<file path="config.mk">
export PLATFORM = sky130hd
export DESIGN_NAME = hsa_cell
export DESIGN_NICKNAME = d
export VERILOG_FILES = /design/src/rtl/hsa_pkg.sv /design/src/rtl/hsa_cell.sv
export SDC_FILE = /design/constraint.sdc
export NUM_CORES = 1
export LEC_CHECK = 0
export BUFFER_PORTS_ARGS = -buffer_cell sky130_fd_sc_hd__buf_4
export CAP_MARGIN = 20
export CORE_MARGIN = 3
export CORE_UTILIZATION = 39
export CTS_CLUSTER_DIAMETER = 30
export DETAILED_ROUTE_END_ITERATION = 10
export PLACE_DENSITY = 0.86
export SYNTH_ARGS = -nofsm -noshare
export SYNTH_HDL_FRONTEND = slang
export SYNTH_SLANG_ARGS = --single-unit
</file>
<file path="constraint.sdc">
create_clock -name i_clk -period 2.8 [get_ports i_clk]
set_input_delay 0.7 -clock i_clk [delete_from_list [all_inputs] [get_ports i_clk]]
set_output_delay 0.7 -clock i_clk [all_outputs]
set_load 0.005 [all_outputs]
</file>
<file path="src/rtl/hsa_pkg.sv">
// shared types and constants of the hexagonal snowflake automaton
package hsa_pkg;

    localparam int VAPOR_W = 24;
    localparam int COEF_W  = 17;
    localparam int CNT_W   = 13;
    localparam int GEN_W   = 16;
    localparam int NSUM_W  = 27;
    localparam int RADD_W  = 25;

    localparam logic [VAPOR_W-1:0] VAPOR_MAX = 24'hFFFFFF;
    localparam logic [CNT_W-1:0]   CNT_MAX   = 13'd8191;

    // reciprocal of three, scaled by 2^28
    localparam logic [27:0] RECIP3 = 28'd89478485;

    // reset values of the registers
    localparam logic [COEF_W-1:0]  RST_ALPHA = 17'd65536;
    localparam logic [COEF_W-1:0]  RST_BETA  = 17'd26214;
    localparam logic [COEF_W-1:0]  RST_GAMMA = 17'd7;
    localparam logic [VAPOR_W-1:0] RST_THR   = 24'd65536;

    // request codes
    localparam logic [1:0] REQ_RESTART = 2'd0;
    localparam logic [1:0] REQ_STEP    = 2'd1;
    localparam logic [1:0] REQ_READ    = 2'd2;

    // register indexes
    localparam logic [1:0] CFG_ALPHA = 2'd0;
    localparam logic [1:0] CFG_BETA  = 2'd1;
    localparam logic [1:0] CFG_GAMMA = 2'd2;
    localparam logic [1:0] CFG_THR   = 2'd3;

    typedef struct packed {
        logic [1:0] req_type;
        logic [5:0] cell_x;
        logic [5:0] cell_y;
    } t_req;

    typedef struct packed {
        logic [23:0] vapor_value;
        logic        cell_is_ice;
        logic [12:0] ice_cell_count;
        logic [15:0] generation;
    } t_res;

    typedef struct packed {
        logic valid;
        logic last;
        logic ice;
    } t_upd_ctl;

endpackage

</file>
<file path="src/rtl/hsa_cell.sv">
// one lattice cell of the shift chain: holds vapor and receptive flag
module hsa_cell (
    input  logic                        i_clk,
    input  logic [hsa_pkg::VAPOR_W-1:0] i_vapor,
    input  logic                        i_recv,
    input  logic [hsa_pkg::VAPOR_W-1:0] i_thr,
    output logic [hsa_pkg::VAPOR_W-1:0] o_vapor,
    output logic                        o_recv,
    output logic                        o_ice,
    output logic [hsa_pkg::VAPOR_W-1:0] o_contrib
);
    import hsa_pkg::*;

    logic [VAPOR_W-1:0] r_vapor;
    logic               r_recv;

    // take the word from the upstream neighbor every cycle
    always_ff @(posedge i_clk) begin
        r_vapor <= i_vapor;
        r_recv  <= i_recv;
    end

    // ice test and diffusion share
    assign o_vapor   = r_vapor;
    assign o_recv    = r_recv;
    assign o_ice     = (r_vapor >= i_thr);
    assign o_contrib = r_recv ? '0 : r_vapor;

endmodule

</file>
== After elaboration in Yosys (flattened, before gate mapping) ==
Cells that the tools add are included.

* Output and inout port bits: 50
* Input port bits: 50
* Bits in registers: 25

* Multiplexer cells: 1
* $lt $le $gt $ge: 1

{| class="wikitable"
|+ Operator list
! operator !! count
|-
| 24-bit >= comparator || 1
|-
| 24-bit two-way mux || 1
|}

== Longest topological paths before layout ==
Gate-level depths: netlist (run 1).

* Word-level depth: 1
* Depth in mapped cells: 6
* Mapped depth without buffers: 6

== Least setup slack after synthesis (run 1) ==
No wires, ideal clock.

* Path type: input to output
* From: in i_thr[11] in the netlist's numbering
* To: out o_ice
* Stages on the path: 6
* Slack: 347 ps
* Required time: 2100 ps
* Data arrival time: 1753 ps
* Cell sequence: inv_1 > ha_1 > nand2_1 > o21a_1 > a2111o_1 > o211ai_2

* Cells in the longest elaborated chain, start to end: 1

{| class="wikitable"
|+ RTL lines
! item !! line !! text
|-
| start, declared || hsa_cell.sv:6 || <nowiki>input logic [hsa_pkg::VAPOR_W-1:0] i_thr,</nowiki>
|-
| 24-bit >= comparator || hsa_cell.sv:26 || <nowiki>assign o_ice = (r_vapor >= i_thr);</nowiki>
|-
| end, declared || hsa_cell.sv:9 || <nowiki>output logic o_ice,</nowiki>
|}

No other way between the ends.

== Final worst setup path (run 1) ==
* From: in i_thr[0] in the netlist's numbering
* To: out o_ice

The elaborated chain is that of the path after synthesis.

==> results by stage, run 1 <==
CTS:
- The total clock buffers created by CTS is 3.
- The clock passes through at most 2 buffers.
- The CTS H-tree depth is 1.
- TritonCTS built the clock tree.
- The clock net in this run drives a total of 25 sinks.
- After clock tree synthesis, the setup repair step added 0 buffers.
- CTS placed an instance of sky130_fd_sc_hd__clkbuf_4 at the clock tree root.
- After clock tree synthesis, the clock-pin slew on the worst setup and hold paths is between 0.1 and 0.15 ns.

Cells and area:
- The repair_antennas step left the layout with diodes totalling 0.
- For this run, the number of standard cells in the final layout without fillers is approximately 280.
- In the final layout, the share of cells above drive strength 1 is 0.449.
- The area added between synthesis and finish is 65.7%.
- The net count of the finished layout is 309.
- The finished cells cover about 2100 µm².

Setup path:
- The required arrival time at the worst endpoint is roughly 2.1 ns.
- The category of the critical setup timing path is in -> out.
- The worst setup path is launched from an input port.
- The critical path capture point type is a primary output.
- The data arrival time of the critical path is 2.03 ns.
- The highest fanout seen on the critical path is 1.

Global route:
- The wire length of the first global-routing pass is about 5600 µm.
- The global-route usage over all layers is 0.174.
- Entering global routing, the biggest net connects 15 pins.
- The via count of the first global-routing pass is 1294.
- The number of antenna violations at the first check in global routing is 0.
- The total overflow left after global routing is 0.

Power:
- Total power for the finished layout comes to around 0.76 mW.
- Across the VDD grid, the largest voltage drop is approximately 0.23 mV.
- Of the total power, the share spent switching nets is 0.254.
- The fraction of power consumed by the clock network is 0.208.
- The register share of total power is 0.518.
- The cell-internal power is around 0.56 mW.
- The relative contribution of combinational cells to total power is 0.274.
- For this design the total switching power over the nets is ~0.19 mW.
- The total power per unit cell area is about 360 nW/µm².
- The standby leakage power is ~1.1 nW.

Routing:
- The via density per instance is 4.45.
- The antenna violation net count after detailed routing is 0.
- Summed over all layers, the routed wires come to roughly 3300 µm.
- Dividing the detail-routed wire length by the instance count gives around 12 µm.
- The detailed-router iteration count before antenna repair is 2.
- The overall via count from detail_route is roughly 1200.
- The remaining routing DRC violations is 0.
- In this run, the number of DRC markers left after iteration 0 of detailed routing was 18.

Timing:
- Static timing analysis puts the maximum clock frequency at approximately 0.37 GHz.
- For the pin with the worst max-slew slack, the measured transition is about 0.51 ns.
- The remaining max-slew budget at the tightest pin is 0.659.
- Across all hold checks on the routed design, the worst slack comes to about 0.48 ns.
- The number of slew-limit violations in the final report is 0.
- Setup repair after global routing left no endpoint under its margin.
- The count of endpoints failing setup in the final report is 0.
- The worst path in the final design needs a cycle of 2.73 ns, including I/O delays and setup.
- Adding up every negative setup slack in the final design gives 0 ns.
- The number of hold violations in the final report is 0.
- In the finished design, the share of the clock period the worst path needs comes to 0.974.

Floorplan:
- The area of the die is just under 4000 µm².
- The die span in y is around 63 µm.
- The die is 62.7 µm wide.
- The initial core utilization is 0.432.
- Pin placement for this block handled 100 I/O pins.
- Row generation in the floorplan step produced 19 rows.
- The area of the core region is approximately 2900 µm².

Yosys:
- The most frequent cell after synthesis is sky130_fd_sc_hd__dfxtp_1.
- The leading register cell type out of synthesis is sky130_fd_sc_hd__dfxtp_1.
- The fraction of post-synthesis cell area in the top cell type by area is 0.399.
- The commonest cells after synthesis are sky130_fd_sc_hd__dfxtp_1, sky130_fd_sc_hd__ha_1, sky130_fd_sc_hd__inv_1, sky130_fd_sc_hd__nor2b_1, sky130_fd_sc_hd__a21oi_1.
- The yosys synthesis warning count is 0.
- The distinct cell type count after synthesis is 18.
- The average instance area after synthesis is approximately 9.5 µm².
- Counting flops and latches in the post-synthesis netlist gives 25.
- After synthesis, the share of flip-flops with an asynchronous set or reset is 0.
- Synthesis produced around 130 cells.
- The number of nets produced by synthesis is 206.
- In this run, synthesis inferred 0 flip-flops with an integrated enable.
- The largest total area in the synthesized netlist belongs to sky130_fd_sc_hd__dfxtp_1.
- In the post-synthesis netlist, the biggest area contributors are sky130_fd_sc_hd__dfxtp_1, sky130_fd_sc_hd__ha_1, sky130_fd_sc_hd__nor2b_1, sky130_fd_sc_hd__inv_1, sky130_fd_sc_hd__a21oi_1.
- For this run, the register share of the synthesized area comes to 0.399.
- The synthesized area is approximately 1300 µm².

Placed design:
- The total half-perimeter wirelength after legalization and detailed placement is 2870 µm.
- The count of input and output buffers is between 90 and 100.
- The area after detailed placement is between 2000 and 2500 µm².
- Including well taps, the total number of placed cells is approximately 270.
- The congestion estimate from routability-driven global placement came to around 0.76.

Status:
- The flow ran to the end, and the final reports show no timing, DRC or antenna violations.

Worst hold path:
- The worst hold path belongs to the class in -> reg.

Run:
- The number of violations of the max-capacitance limit is 0.
## placed cells by master, fill, tap and decap left out, drive strengths merged
cell	instances
inv	24
a2111o	1
a2bb2oi	1
nor2b	23
ha	24
nor2	3
nand4	5
nand2b	1
o21ai	1
a2111oi	1
a21oi	9
dfxtp	25
a21o	2
nand2	4
clkbuf	4
o21a	4
o211ai	1
o311a	1
buf	100
## final timing paths
path / startpoint / end / slack (ns) / depth (start not counted)
setup / recovery: i_thr[0] / o_ice / 0.07 / 7
hold / removal: i_vapor[11] / o_vapor[11]$_DFF_P_ / 0.48 / 1
## cell families (layout without fill, tap and decap cells)
| family | after synthesis | in the layout | share of synthesized area |
|---|---|---|---|
| AO/OA/AOI/OAI | 21 | 21 | 0.118 |
| adder cells (fa/ha/maj) | 24 | 24 | 0.240 |
| buffers and inverters | 26 | 128 | 0.0778 |
| flip-flops | 25 | 25 | 0.399 |
| AND/OR/NAND/NOR | 36 | 36 | 0.166 |
## stage by stage
stage | setup slack (ns) | utilization
floorplan | 0.347 | -
global route | 0.00191 | 0.716
detailed placement | 0.0484 | 0.707
global placement | 0.0524 | 0.707
finish | 0.0718 | 0.716
CTS | 0.0481 | 0.716
## flip-flops by register name, summed over array words and instances (netlist names)
name     cells
o_recv       1
o_vapor     24
## power by group through the flow
stage                     Sequential, mW  Clock [mW]  Combinational [mW]
after floorplan                    0.398           0              0.0827
after global placement             0.400           0               0.204
after detailed placement           0.401           0               0.209
after CTS                          0.393       0.168               0.210
after global routing               0.396       0.186               0.231
final                              0.392       0.157               0.207
## critical path: stages
cell                        delay (ns)
sky130_fd_sc_hd__buf_4            0.11
sky130_fd_sc_hd__ha_1             0.27
sky130_fd_sc_hd__nand2b_1         0.14
sky130_fd_sc_hd__a2111oi_1        0.38
sky130_fd_sc_hd__o311a_2          0.21
sky130_fd_sc_hd__o211ai_2         0.08
sky130_fd_sc_hd__buf_4            0.15
## timing repair
action,4_1_cts,5_1_grt
endpoints found under the setup margin,0,1
endpoints found under the hold margin,0,0
hold buffers,0,0
gates resized for setup,0,1
## routing by layer
layer	up-vias	GRT usage	wire, µm
met3	4	0.0360	248
met2	59	0.317	1650
li1	640	-	-
met5	-	0	0
met1	526	0.196	1370
met4	0	0.0689	60
## area by class of cell
class,count,area [µm²]
Inverter,24,90.1
Tap cell,42,52.6
Fill cell,251,823
Clock buffer,4,26.3
Sequential cell,25,500
Multi-Input combinational cell,81,657
Timing Repair Buffer,100,751
(Power assumes the default switching activity.)
==> inputs of run 2 (changes only) <==
--- a/config.mk
+++ b/config.mk
@@ -11,6 +11,7 @@
 export CORE_UTILIZATION = 39
 export CTS_CLUSTER_DIAMETER = 30
 export DETAILED_ROUTE_END_ITERATION = 10
+export MAX_ROUTING_LAYER = met4
 export PLACE_DENSITY = 0.86
 export SYNTH_ARGS = -nofsm -noshare
 export SYNTH_HDL_FRONTEND = slang
==> run 2 against run 1 <==
- combinational power hardly changed
- non-clock buffer count stayed put
- fmax hardly changed
- critical path type unchanged
==> results by stage, run 2 (synthesis results as in run 1) <==
Worst hold path:
- The worst hold-check path type is in -> reg (unchanged).

Setup path:
- The highest fanout seen on the critical path is 1 (unchanged).
- The maximum cell stage delay along the critical path is 0.38 ns (about the same).
- Cells along the critical path: buf_4 > ha_1 > nand2b_1 > a2111oi_1 > o311a_2 > o211ai_2 > buf_4 (unchanged).
- The category of the critical setup timing path is in -> out (unchanged).
- The critical path capture point type is a primary output (unchanged).
- The data arrival time of the critical path is 2.03 ns (about the same).
- The kind of start point of the critical path is an input port (unchanged).
- The required arrival time at the worst endpoint is 2.10 ns (about the same).
- The library cell appearing most often on the critical path is sky130_fd_sc_hd__buf_4 (unchanged).
- The cell type group with the largest total delay on the critical path was compound AO/OA/AOI/OAI gates (unchanged).
- The number of buffers and inverters on the critical path is 2 (unchanged).
- The worst-path cell with the longest stage delay is sky130_fd_sc_hd__a2111oi_1 (unchanged).

Timing:
- The remaining max-slew budget at the tightest pin is 0.659 (unchanged).
- The setup total negative slack was 0 ns (unchanged).
- The minimum clock period after layout is 2.73 ns (about the same).
- The count of endpoints failing setup in the final report is 0 (unchanged).
- The post-route fraction of the period consumed by the critical path is 0.974 (about the same).
- The maximum clock rate is 0.367 GHz (about the same).
- The final hold slack was 0.481 ns (about the same).
- The number of hold violations in the final report came to 0 (unchanged).
- RSZ-0062 raised after global routing: false (unchanged).
- The slew at the pin closest to its max-slew limit came to 0.511 ns (unchanged).
- The number of slew-limit violations in the final report is 0 (unchanged).
- The worst setup slack after layout is 0.0715 ns (was 0.0718 ns).

Cells and area:
- Highest-count cells in the layout ignoring fill and taps: sky130_fd_sc_hd__buf_4, sky130_fd_sc_hd__dfxtp_1, sky130_fd_sc_hd__inv_1, sky130_fd_sc_hd__ha_1, sky130_fd_sc_hd__nor2b_1 (unchanged).
- The area of all placed cells without fillers is 2080 µm² (unchanged).
- The number of standard cells in the final layout excluding fillers is 276 (unchanged).
- The number of nets in the layout is 309 (unchanged).
- The ratio of cells with drive above 1 in the final layout is 0.449 (unchanged).
- The flip-flop count of the largest register, all copies and words added is 24 (unchanged).
- The area added between synthesis and finish came to 65.7% (unchanged).
- The commonest non-fill, non-tap cell in the layout was sky130_fd_sc_hd__buf_4 (unchanged).
- The count of inserted antenna diode cells is 0 (unchanged).

CTS:
- The total clock buffers created by CTS is 3 (unchanged).
- The CTS H-tree depth came to 1 (unchanged).
- The root buffer cell is sky130_fd_sc_hd__clkbuf_4 (unchanged).
- The quantity of hold-fixing buffers added after cts is 0 (unchanged).
- The clock sink count is 25 (unchanged).
- The TritonCTS clock tree is built (unchanged).
- The buffer count from post-CTS setup fixing was 0 (unchanged).
- The largest buffer count on any clock path came to 2 (unchanged).
- The clock input transition at the sequential cells of the worst setup and hold paths is 0.13 ns (about the same).

Power:
- The worst ir drop on vdd is 0.231 mV (about the same).
- The register share of total power is 0.518 (about the same).
- The fraction of power consumed by the clock network is 0.208 (about the same).
- The total power per unit cell area is 364 nW/µm² (about the same).
- The share of total power consumed by net switching is 0.254 (about the same).
- The cell-internal power is 0.564 mW (about the same).
- The reported net switching power is 0.192 mW (about the same).
- The standby leakage power came to 1.15 nW (unchanged).
- The relative contribution of combinational cells to total power is 0.274 (about the same).

Routing:
- The remaining routing DRC violations came to 0 (unchanged).
- The total wire length after detailed routing is 3330 µm (was 3320 µm).
- The detailed-router iteration count before antenna repair is 2 (unchanged).
- The antenna violation net count after detailed routing is 0 (unchanged).
- The number of DRC violations after detailed-routing iteration 0 is 18 (unchanged).
- The via density per instance came to 4.45 (unchanged).
- The post-detailed-route wirelength per cell is 12.1 µm (was 12.0 µm).
- The overall via count from detail_route is 1229 (unchanged).

Floorplan:
- The number of placed I/O pins is 100 (unchanged).
- The area of the die came to 3930 µm² (unchanged).
- The width of the die was 62.7 µm (unchanged).
- The number of placement rows was 19 (unchanged).
- The die span in y is 62.7 µm (unchanged).
- The initial core utilization is 0.432 (unchanged).
- The area of the core region was 2900 µm² (unchanged).

Placed design:
- The pre-CTS worst setup slack was 0.0484 ns (unchanged).
- The final weighted congestion of routability-driven global placement was 0.774 (was 0.764).
- The total placed cells including tap cells is 272 (unchanged).
- The total half-perimeter wirelength after legalization and detailed placement is 2870 µm (unchanged).
- The area after detailed placement is 2050 µm² (unchanged).
- The count of input and output buffers is 99 (unchanged).

Global route:
- The global-route usage over all layers came to 0.179 (was 0.174).
- The via count of the first global-routing pass is 1295 (was 1294).
- The residual overflow from global routing is 0 (unchanged).
- The wire length of the first global-routing pass is 5600 µm (was 5610 µm).
- The number of antenna violations at the first check in global routing came to 0 (unchanged).
- The largest net degree at the start of global routing is 15 (unchanged).

Run:
- The number of violations of the max-capacitance limit was 0 (unchanged).

Status:
- Status: completed (unchanged).
==> run 2: cell counts in the layout (fill, tap and decap cells not counted) <==
No cell type changed its count.
==> run 2: what timing repair did <==
item,in CTS,in global routing
endpoints found under the hold margin,0,0
endpoints found under the setup margin,0,1
resized for setup,0,1
==> run 2: final cells by class <==
| cell class | count | area [µm²] |
|---|---|---|
| well taps | 42 | 52.6 |
| inverters | 24 | 90.1 |
| repair buffers | 100 | 751 |
| flip-flops and latches | 25 | 500 |
| multi-input cells | 81 | 657 |
| clock buffers | 4 | 26.3 |
| fillers | 251 | 823 |
==> run 2: power by group through the flow <==
stage | clock [mW] | combinational (mW) | sequential (mW)
2_1_floorplan | 0 | 0.0827 | 0.398
3_3_place_gp | 0 | 0.204 | 0.400
3_5_place_dp | 0 | 0.209 | 0.401
4_1_cts | 0.168 | 0.210 | 0.393
5_1_grt | 0.186 | 0.231 | 0.396
6_report | 0.157 | 0.207 | 0.392
==> run 2: through the flow <==
| step | util | total power, mW |
|---|---|---|
| after CTS | 0.716 | 0.770 |
| after detailed placement | 0.707 | 0.609 |
| after global routing | 0.716 | 0.814 |
| after floorplan | - | 0.480 |
| final | 0.716 | 0.757 |
| after global placement | 0.707 | 0.604 |
==> run 2: worst paths after layout <==
check,slack (ns),end,depth (start not counted),from
min,0.48,o_vapor[11]$_DFF_P_,1,i_vapor[11]
max,0.07,o_ice,7,i_thr[0]
==> run 2: metal layers <==
| metal | global-route usage | wire, µm |
|---|---|---|
| met5 | - | 0 |
| met4 | 0.0689 | 59 |
| met3 | 0.0360 | 253 |
| met2 | 0.317 | 1650 |
| met1 | 0.196 | 1370 |
==> inputs of run 3 (changes only) <==
--- a/config.mk
+++ b/config.mk
@@ -7,10 +7,12 @@
 export LEC_CHECK = 0
 export BUFFER_PORTS_ARGS = -buffer_cell sky130_fd_sc_hd__buf_4
 export CAP_MARGIN = 20
+export CORE_ASPECT_RATIO = 1.5
 export CORE_MARGIN = 3
 export CORE_UTILIZATION = 39
 export CTS_CLUSTER_DIAMETER = 30
 export DETAILED_ROUTE_END_ITERATION = 10
+export HOLD_SLACK_MARGIN = 0.15
 export MAX_ROUTING_LAYER = met4
 export PLACE_DENSITY = 0.86
 export SYNTH_ARGS = -nofsm -noshare
==> run 3 against run 2 <==
- hold slack improved by 0.047 ns
- final area increased by 0.66%
- sequential power about the same
- first-iteration DRC count decreased by 56%
- utilization decreased by 2.0 points
- cell count decreased by 1.4%
- non-clock buffer count decreased by 1
- total power increased by 7.4%
- critical path type unchanged
- largest power group unchanged
==> results by stage, run 3 (synthesis results as in run 1) <==
Worst hold path:
- The worst hold path depth is 1 (unchanged).
- The critical hold path startpoint was i_vapor[17] (was i_vapor[11]).
- The worst hold-check path type was in -> reg (unchanged).
- The hold-critical path endpoint is o_vapor[17]$_DFF_P_ (was o_vapor[11]$_DFF_P_).

Placed design:
- The total half-perimeter wirelength after legalization and detailed placement is 2840 µm (was 2870 µm).
- The total placed cells including tap cells is 268 (was 272).
- The count of input and output buffers is 99 (unchanged).
- The final weighted congestion of routability-driven global placement is 0.719 (was 0.774).

Power:
- The overall power after layout is 0.812 mW (was 0.757 mW).
- The worst ir drop on vdd is 0.378 mV (was 0.231 mV).
- The standby leakage power is 1.15 nW (about the same).
- The total power per unit cell area is 389 nW/µm² (was 364 nW/µm²).

Global route:
- The largest net degree at the start of global routing was 26 (was 15).
- The residual overflow from global routing is 0 (unchanged).
- The via count of the first global-routing pass came to 1193 (was 1295).
- The number of antenna violations at the first check in global routing was 0 (unchanged).
- The global-route usage over all layers was 0.177 (was 0.179).
- The wire length of the first global-routing pass came to 5060 µm (was 5600 µm).

Run:
- The number of violations of the max-capacitance limit is 0 (unchanged).

Timing:
- The final hold slack is 0.528 ns (was 0.481 ns).
- The post-route fraction of the period consumed by the critical path came to 0.965 (was 0.974).
- The number of hold violations in the final report came to 0 (unchanged).
- The count of endpoints failing setup in the final report is 0 (unchanged).
- The number of slew-limit violations in the final report is 0 (unchanged).
- The slew at the pin closest to its max-slew limit is 0.882 ns (was 0.511 ns).
- The minimum clock period after layout is 2.70 ns (was 2.73 ns).
- The maximum clock rate is 0.370 GHz (was 0.367 GHz).
- The remaining max-slew budget at the tightest pin is 0.411 (was 0.659).

Cells and area:
- The combined area of the multi-input logic cells was 662 µm² (was 657 µm²).
- The number of nets in the layout is 308 (was 309).
- The final-layout fill cell count is 273 (was 251).
- The ratio of cells with drive above 1 in the final layout came to 0.455 (was 0.449).
- The area added between synthesis and finish came to 66.8% (was 65.7%).
- The sequential cell area is 500 µm² (unchanged).
- Highest-count cells in the layout ignoring fill and taps: sky130_fd_sc_hd__buf_4, sky130_fd_sc_hd__dfxtp_1, sky130_fd_sc_hd__inv_1, sky130_fd_sc_hd__ha_1, sky130_fd_sc_hd__nor2b_1 (unchanged).
- The number of standard cells in the final layout excluding fillers came to 272 (was 276).
- The count of inserted antenna diode cells was 0 (unchanged).
- The commonest non-fill, non-tap cell in the layout is sky130_fd_sc_hd__buf_4 (unchanged).
- The utilization of the core after routing came to 0.696 (was 0.716).
- The flip-flop count of the largest register, all copies and words added came to 24 (unchanged).

CTS:
- The TritonCTS clock tree was built (unchanged).
- The root buffer cell is sky130_fd_sc_hd__clkbuf_8 (was sky130_fd_sc_hd__clkbuf_4).
- The clock input transition at the sequential cells of the worst setup and hold paths is 0.09 ns (was 0.13 ns).
- The buffer count from post-CTS setup fixing is 0 (unchanged).
- The total clock buffers created by CTS is 3 (unchanged).
- The clock sink count is 25 (unchanged).
- The CTS H-tree depth was 1 (unchanged).
- The largest buffer count on any clock path is 2 (unchanged).

Floorplan:
- The initial core utilization is 0.417 (was 0.432).
- The die span in y was 75.4 µm (was 62.7 µm).
- The width of the die is 52.3 µm (was 62.7 µm).
- The number of placed I/O pins is 100 (unchanged).
- The area of the core region is 3000 µm² (was 2900 µm²).
- The area of the die is 3950 µm² (was 3930 µm²).
- The number of placement rows is 24 (was 19).

Setup path:
- The critical path capture point type is a primary output (unchanged).
- The library cell appearing most often on the critical path is sky130_fd_sc_hd__buf_4 (unchanged).
- The kind of start point of the critical path is an input port (unchanged).
- The maximum cell stage delay along the critical path is 0.37 ns (was 0.38 ns).
- The worst-path cell with the longest stage delay is sky130_fd_sc_hd__a2111o_1 (was sky130_fd_sc_hd__a2111oi_1).
- The category of the critical setup timing path is in -> out (unchanged).
- Cells along the critical path: buf_4 > inv_1 > ha_1 > nand2_1 > o21a_1 > a2111o_1 > o211ai_2 > buf_4 (was buf_4 > ha_1 > nand2b_1 > a2111oi_1 > o311a_2 > o211ai_2 > buf_4).
- The data arrival time of the critical path is 2.00 ns (was 2.03 ns).
- The highest fanout seen on the critical path was 3 (was 1).
- The required arrival time at the worst endpoint is 2.10 ns (about the same).

Routing:
- The antenna violation net count after detailed routing came to 0 (unchanged).
- The total wire length after detailed routing is 3370 µm (was 3330 µm).
- The number of DRC violations after detailed-routing iteration 0 is 8 (was 18).
- The detailed-router iteration count before antenna repair is 4 (was 2).
- The remaining routing DRC violations is 0 (unchanged).
- The overall via count from detail_route was 1228 (was 1229).
- The via density per instance is 4.51 (was 4.45).
- The post-detailed-route wirelength per cell is 12.4 µm (was 12.1 µm).

Status:
- Status: completed (unchanged).
==> run 3: cell types whose count changed in the layout (fill, tap and decap cells not counted), sizes merged <==
cell    delta
buf        -1
clkbuf     -1
clkinv     +1
==> run 3: how the worst max path moves through the flow <==
stage,start,cells after the start,endpoint,slack [ns]
final,i_thr[11],8,o_ice,0.1
after global placement,i_thr[0],7,o_ice,-0.004
after global routing,i_thr[0],7,o_ice,-0.007
after detailed placement,i_thr[0],7,o_ice,-0.02
after CTS,i_thr[0],7,o_ice,0.006
after floorplan,i_thr[11],6,o_ice,0.35
==> run 3: metrics by stage <==
stage	area (µm²)	setup WS (ns)	TNS, ns
6_report	2090	0.0970	0
5_1_grt	2090	-0.00691	-0.00691
4_1_cts	2090	0.00579	0
3_5_place_dp	2040	-0.0202	-0.0202
3_3_place_gp	2040	-0.00395	-0.00395
2_1_floorplan	1250	0.347	0
==> run 3: layer usage <==
metal	vias to the layer above	GRT usage	part of all wire
li1	639	-	-
met1	531	0.179	0.34
met2	54	0.338	0.57
met3	4	0.0196	0.074
met4	0	0.0682	0.015
met5	-	-	0
==> run 3: area by class of cell <==
type | instances | area share
repair buffers | 99 | 0.355
multi-input cells | 81 | 0.317
flip-flops and latches | 25 | 0.239
inverters | 24 | 0.0431
well taps | 39 | 0.0233
clock buffers | 3 | 0.0197
clock inverters | 1 | 0.00239
==> run 3: repair_timing <==
action / 4_1_cts / 5_1_grt
setup endpoints to repair: 1 / 1
hold buffers: 0 / 0
pin swaps: 0 / 1
resized for setup: 1 / 1
cloned: 0 / 0
==> run 3: critical path: cells and delay by family <==
family                     cells  cell delay (ns)
adders and majority gates      1             0.30
buffers and inverters          3             0.24
AOI/OAI and AO/OA              3             0.70
and+or+nand+nor                1             0.06
==> run 3: power breakdown <==
part	switching, mW	internal (mW)	total [mW]
logic	0.0719	0.134	0.206
registers	0.0192	0.375	0.394
clock network	0.113	0.0995	0.213
total	0.204	0.608	0.812
